==> config.mk <==
export PLATFORM = sky130hd
export DESIGN_NAME = fvm_div
export DESIGN_NICKNAME = d
export VERILOG_FILES = /design/src/rtl/fvm_pkg.sv /design/src/rtl/fvm_div.sv
export SDC_FILE = /design/constraint.sdc
export NUM_CORES = 2
export LEC_CHECK = 0
export BUFFER_PORTS_ARGS = -buffer_cell sky130_fd_sc_hd__buf_4
export CORE_MARGIN = 4
export CORE_UTILIZATION = 50
export DETAILED_ROUTE_END_ITERATION = 8
export GPL_TIMING_DRIVEN = 1
export PLACE_DENSITY = 0.65
export SYNTH_ARGS = -nofsm -noshare
export SYNTH_HDL_FRONTEND = slang
export SYNTH_SLANG_ARGS = --single-unit
==> constraint.sdc <==
create_clock -name clk -period 8.35 [get_ports clk]
set_input_delay 0.4175 -clock clk [delete_from_list [all_inputs] [get_ports clk]]
set_output_delay 0.4175 -clock clk [all_outputs]
set_load 0.01 [all_outputs]
==> src/rtl/fvm_pkg.sv <==
package fvm_pkg;

    localparam int FRAC      = 20;
    localparam int DIV_LAT   = 16;
    localparam int DIV_STEP  = 2;
    localparam int SQRT_LAT  = 13;
    localparam int SQRT_STEP = 2;
    localparam int ROOT_W    = 26;
    localparam int REM_W     = 29;
    localparam int SQX_W     = 52;

    localparam logic signed [63:0] RND_BIAS = 64'sd1048575;
    localparam logic signed [63:0] ONE_WIDE = 64'sd1048576;
    localparam logic [30:0]        ONE_U    = 31'd1048576;
    localparam logic signed [63:0] S32_MAX  = 64'sd2147483647;
    localparam logic signed [63:0] S32_MIN  = -64'sd2147483648;

    // metric entry for row a, column b (xx, xy, xz, yy, yz, zz)
    localparam int GIDX [3][3] = '{'{0, 1, 2}, '{1, 3, 4}, '{2, 4, 5}};

    typedef enum logic [1:0] {
        MODE_FLUID = 2'd0,
        MODE_MIXED = 2'd1,
        MODE_ZERO  = 2'd2,
        MODE_NONE  = 2'd3
    } mode_t;

    typedef enum logic {
        REG_MODE  = 1'b0,
        REG_FLOOR = 1'b1
    } reg_idx_t;

    typedef logic [30:0]       uq_t;
    typedef logic [2:0][31:0]  vec_t;
    typedef logic [5:0][31:0]  met_t;

    typedef struct packed {
        logic written;
        uq_t  lorentz;
        vec_t up;
        vec_t dn;
    } res_t;

    function automatic logic signed [31:0] sat32(input logic signed [63:0] x);
        if (x > S32_MAX)
        begin
            return 32'sh7fffffff;
        end
        else if (x < S32_MIN)
        begin
            return 32'sh80000000;
        end
        return x[31:0];
    endfunction

    // q12.20 product: truncate toward zero, then saturate
    function automatic logic signed [31:0] qprod(input logic signed [63:0] p);
        logic signed [63:0] t;
        t = p + (p[63] ? RND_BIAS : 64'sd0);
        return sat32(t >>> FRAC);
    endfunction

    function automatic logic signed [31:0] sum3(input logic signed [31:0] a,
                                                input logic signed [31:0] b,
                                                input logic signed [31:0] c);
        return sat32(64'(a) + 64'(b) + 64'(c));
    endfunction

endpackage

==> src/rtl/fvm_div.sv <==
module fvm_div (
    input  logic        clk,
    input  logic        en,
    input  logic [62:0] dividend,
    input  logic [30:0] divisor,
    output logic [31:0] quotient
);
    import fvm_pkg::*;

    typedef struct packed {
        logic [30:0] rem;
        logic [31:0] lo;
        logic [31:0] quo;
        logic [30:0] dvs;
    } div_t;

    function automatic div_t div_step(input div_t s);
        div_t        n;
        logic [31:0] r;
        r    = {s.rem, s.lo[31]};
        n    = s;
        n.lo = {s.lo[30:0], 1'b0};
        if (r >= {1'b0, s.dvs})
        begin
            n.rem = 31'(r - {1'b0, s.dvs});
            n.quo = {s.quo[30:0], 1'b1};
        end
        else
        begin
            n.rem = r[30:0];
            n.quo = {s.quo[30:0], 1'b0};
        end
        return n;
    endfunction

    function automatic div_t div_stage(input div_t s);
        div_t n;
        n = s;
        for (int k = 0; k < DIV_STEP; k++)
        begin
            n = div_step(n);
        end
        return n;
    endfunction

    div_t stage_reg [DIV_LAT];
    div_t init;

    assign init = '{rem: dividend[62:32], lo: dividend[31:0], quo: 32'd0, dvs: divisor};

    always_ff @(posedge clk)
    begin
        if (en)
        begin
            stage_reg[0] <= div_stage(init);
            for (int k = 1; k < DIV_LAT; k++)
            begin
                stage_reg[k] <= div_stage(stage_reg[k-1]);
            end
        end
    end

    assign quotient = stage_reg[DIV_LAT-1].quo;

endmodule

### Word level (Yosys, flattened, before mapping)

Memory sizes are Yosys's and may differ from the RTL's.
Cells that the tools add are included.

* logic and storage cells: 179
* output and inout port bits: 32
* bits in registers: 0
* input bits: 96
* bits in writable memories: 1984
* memories kept: 1

* magnitude comparators: 32
* multiplexer cells: 114
* $add $sub $neg: 32

Memory list
* stage_reg: words 16, width 124, rd ports 16, clocked after Yosys merged registers in 0, wr ports 16, RTL line fvm_div.sv:46 `div_t stage_reg [DIV_LAT];`

Operators with widths (count)
* $mux W31: 64
* $ge A32 B31 Y1: 32
* $sub A31 B31 Y31: 32
* $mux W32: 16
* $mux W1: 34

### Depth between registers and ports, before layout

An unclocked memory read counts as a cell.

* depth in word-level cells: 7
* depth in mapped cells: 29
* mapped depth without buffers: 26

### Least setup slack after synthesis

Ideal clock, no wire load.

* path type: flip-flop to flip-flop
* from: memory stage_reg[1][712] (netlist bit)
* to: memory stage_reg[1][840] (netlist bit), data pin
* path slack: 2156 ps
* arrival: 5934 ps
* setup time: 260 ps
* period minus slack after synthesis: 6194 ps
* stages on the path, launching flop included: 29
* path buffers: 5
* required time: 8090 ps
* cells stage by stage: edfxtp_1 > inv_1 > ha_1 > inv_1 > fa_1 > a211oi_2 > o21a_1 > o31ai_4 > a2111oi_4 > nor2_4 > a31oi_1 > o21ai_1 > buf_2 > buf_2 > buf_2 > o21ai_0 > fa_1 > nand2b_1 > a21oi_1 > a2111oi_2 > o31ai_1 > a2111oi_2 > nor2_1 > o221ai_1 > a21oi_1 > or4_1 > buf_2 > buf_6 > mux2_4

RTL lines (RTL line)
* start: declaration: fvm_div.sv:46

==> impl_metrics.json <==
{
  "setup.worst_path.class": "register to register",
  "route.final.wire_length_um": 288000,
  "mostFrequentLayoutCells": "edfxtp_1 (1442), ha_1 (992), a21oi_1 (908)",
  "netlist_instances": 10300,
  "tightest_slew_ns": 1.15,
  "drc_errors": 0,
  "fmax_mhz": 132,
  "pin_count_of_the_biggest_net_entering_global_routing": 179,
  "initial_core_util_pct": 50.4,
  "die-area_um2": 217000,
  "buffers_inserted_during_post_cts_setup_optimization": 0,
  "min_period_over_period_pct": 90.5,
  "worst_ep_arrival_time_ns": 8.10,
  "synth.yosys.seq_area_share_pct": 41.4,
  "timing.final.max_slew_violations": 0,
  "overflow": 0,
  "setup-violations-final": 0,
  "grt_pass1_wl_um": 439000,
  "drtAntennaViolNets": 0,
  "synth_enable_flop_cells": 1442,
  "largest_register_ff_count": 1442,
  "first_pass_iters": 6,
  "dr_total_vias": 80800,
  "fin_nets": 11600,
  "compound_gate_portion_of_the_synthesized_area_pct": 18.9,
  "setup_total_negative_slack_ns": 0,
  "xor_xnor_portion_of_the_synthesized_cell_area_pct": 6.10,
  "setup.reg_to_reg.worst_slack_ns": 0.80,
  "avgSynthCellArea_um2": 10.1,
  "dp_slack_ns": 0.906,
  "yosys_warnings": 0,
  "drt_iter0_drc": 6513,
  "primary_ff_master_synth": "edfxtp_1",
  "htree_num_levels": 4,
  "synthSimpleGateAreaFrac_pct": 11.5,
  "grt_antenna_before_repair": 16,
  "maxCapViolations": 0,
  "timing.max_slew.rel_slack_pct": 21.2,
  "row_count": 167,
  "dp_hpwl_um": 226000,
  "gp_weighted_congestion": 0.972,
  "io_pins": 128,
  "fin_hold_ws_ns": 0.0595,
  "area.growth.synth_to_final_pct": 9.71,
  "cp-start-kind": "register",
  "synthArstFlopShare_pct": 0,
  "synth.area.mux_share_pct": 5.67,
  "fillers": 18300,
  "first_global_vias": 78300,
  "synth_adder_area_share_pct": 12.4,
  "post_route_cells_drive_above_1_share_pct": 9.51,
  "avgViaCountPerCell": 6.01,
  "mostFrequentLayoutCell": "edfxtp_1",
  "worstPathMaxFanout": 27,
  "post-route-worst-setup-slack_ns": 0.795,
  "cts_sinks": 1442,
  "worst-endpoint-required_ns": 8.90,
  "drt-wirelength-per-cell_um": 21.4,
  "cts_buffers": 163,
  "timing_hold_violations_final": 0,
  "cts_tree": "yes",
  "ys_types": 105,
  "cts.clk_slew.worst_paths_ns": 0.06,
  "finalClockSkew_ns": 0.0287,
  "synth_area_um2": 105000,
  "synth-seq-cells": 1442,
  "latest_clock_arrival_within_the_worst_skew_pair_ns": 0.82,
  "rsz0062_at_grt": "no",
  "cts-root-buf": "clkbuf_16",
  "end_kind": "register",
  "die_w_um": 466,
  "cts_max_path_buffers": 3,
  "global_routing_usage_summed_across_all_routing_layers_pct": 25.7,
  "largest_family_of_logic_cells_by_synthesized_area": "compound AO/OA/AOI/OAI gates",
  "port_buffers": 127,
  "nets_in_the_synthesized_netlist": 11400,
  "core_area_um2": 208000,
  "postCtsResizedCells": 0,
  "floorplan.die.height_um": 466,
  "timing.final.crit_period_ns": 7.55,
  "run_status": "completed",
  "holdBufCountCts": 62,
  "min-delay-path-class": "primary input to register"
}
[logic make-up after synthesis]
kind of cell | count (synthesis)
fa+ha+maj | 1023
mux | 521
simple gates | 2488
xor+xnor | 729
flops | 1442
buf+inv | 1054
compound gates | 3072
[final cells by class]
class / count / area [um2] / share of cell area [%]
multi-input combinational: 7833 / 57300 / 49.9
timing repair buffer: 249 / 2180 / 1.90
sequential: 1442 / 43300 / 37.7
clock inverter: 114 / 1370 / 1.19
clock buffer: 183 / 4180 / 3.63
antenna: 5 / 12.5 / 0.0109
tap: 2788 / 3490 / 3.04
inverter: 814 / 3060 / 2.66
[cells in the mapped netlist (all sizes together), types with 31 or more instances]
| cell | instances | area [um2] |
|---|---|---|
| a2111oi | 31 | 350 |
| a211o | 37 | 324 |
| a211oi | 128 | 1010 |
| a21boi | 44 | 330 |
| a21o | 381 | 2860 |
| a21oi | 910 | 4560 |
| a31oi | 115 | 734 |
| and2 | 53 | 332 |
| and3 | 117 | 732 |
| and4 | 43 | 377 |
| buf | 113 | 701 |
| clkbuf | 127 | 478 |
| edfxtp | 1442 | 43300 |
| fa | 31 | 621 |
| ha | 992 | 12400 |
| inv | 813 | 3060 |
| mux2 | 468 | 5410 |
| mux2i | 53 | 531 |
| nand2 | 699 | 2620 |
| nand2b | 95 | 594 |
| nand3 | 159 | 796 |
| nand4 | 129 | 807 |
| nor2 | 651 | 2450 |
| nor2b | 110 | 688 |
| nor3 | 174 | 876 |
| nor4 | 53 | 338 |
| o211ai | 77 | 593 |
| o21a | 152 | 1140 |
| o21ai | 657 | 3290 |
| o21bai | 130 | 976 |
| o31a | 39 | 342 |
| o31ai | 111 | 847 |
| or2 | 54 | 338 |
| or3 | 68 | 425 |
| xnor2 | 480 | 4200 |
| xor2 | 249 | 2180 |
[critical path: stages (launching register included)]
cell	delay, ns
edfxtp_1	0.52
ha_1	0.28
inv_1	0.07
fa_1	0.27
a211oi_2	0.11
o21a_1	0.25
o31ai_4	0.38
a2111oi_4	0.15
nor2_4	0.22
a31oi_1	0.17
o21ai_4	0.71
buf_4	0.38
mux2_2	0.38
ha_1	0.35
a211oi_1	0.41
o21ai_0	0.22
nand4_1	0.17
nand2_1	0.09
a2111oi_2	0.42
nor2_1	0.12
o221ai_1	0.20
a21oi_1	0.11
or4_2	0.68
buf_4	0.27
mux2_4	0.33
[through the flow]
stage               std cells  util [%]  area, um2
global route            13400      55.3     115000
finish                  13400      55.3     115000
CTS                     13400      55.3     115000
global placement        13100      52.3     109000
floorplan               10300         -     105000
detailed placement      13100      52.3     109000
[per-layer routing]
metal  vias to the layer above  part of all wire (%)  GRT usage, %
met5                         -                0.0076             0
met4                         4                   3.9          9.63
met3                       580                   5.0          3.05
met2                      2383                    51          46.5
met1                     38800                    41          31.2
li1                      39000                     -             -
[final timing paths]
kind / endpoint / cells past startpoint / from
setup / recovery: stage_reg[1][848]$_DFFE_PP_ / 24 / stage_reg[1][620]$_DFFE_PP_
setup reg to reg: stage_reg[1][848]$_DFFE_PP_ / 24 / stage_reg[1][620]$_DFFE_PP_
hold / removal: stage_reg[0][110]$_DFFE_PP_ / 3 / dividend[47]
hold reg to reg: stage_reg[1][919]$_DFFE_PP_ / 0 / stage_reg[1][793]$_DFFE_PP_
Power is not shown: default switching activity piles up to over one toggle a cycle in this logic, so the estimate is an artifact.
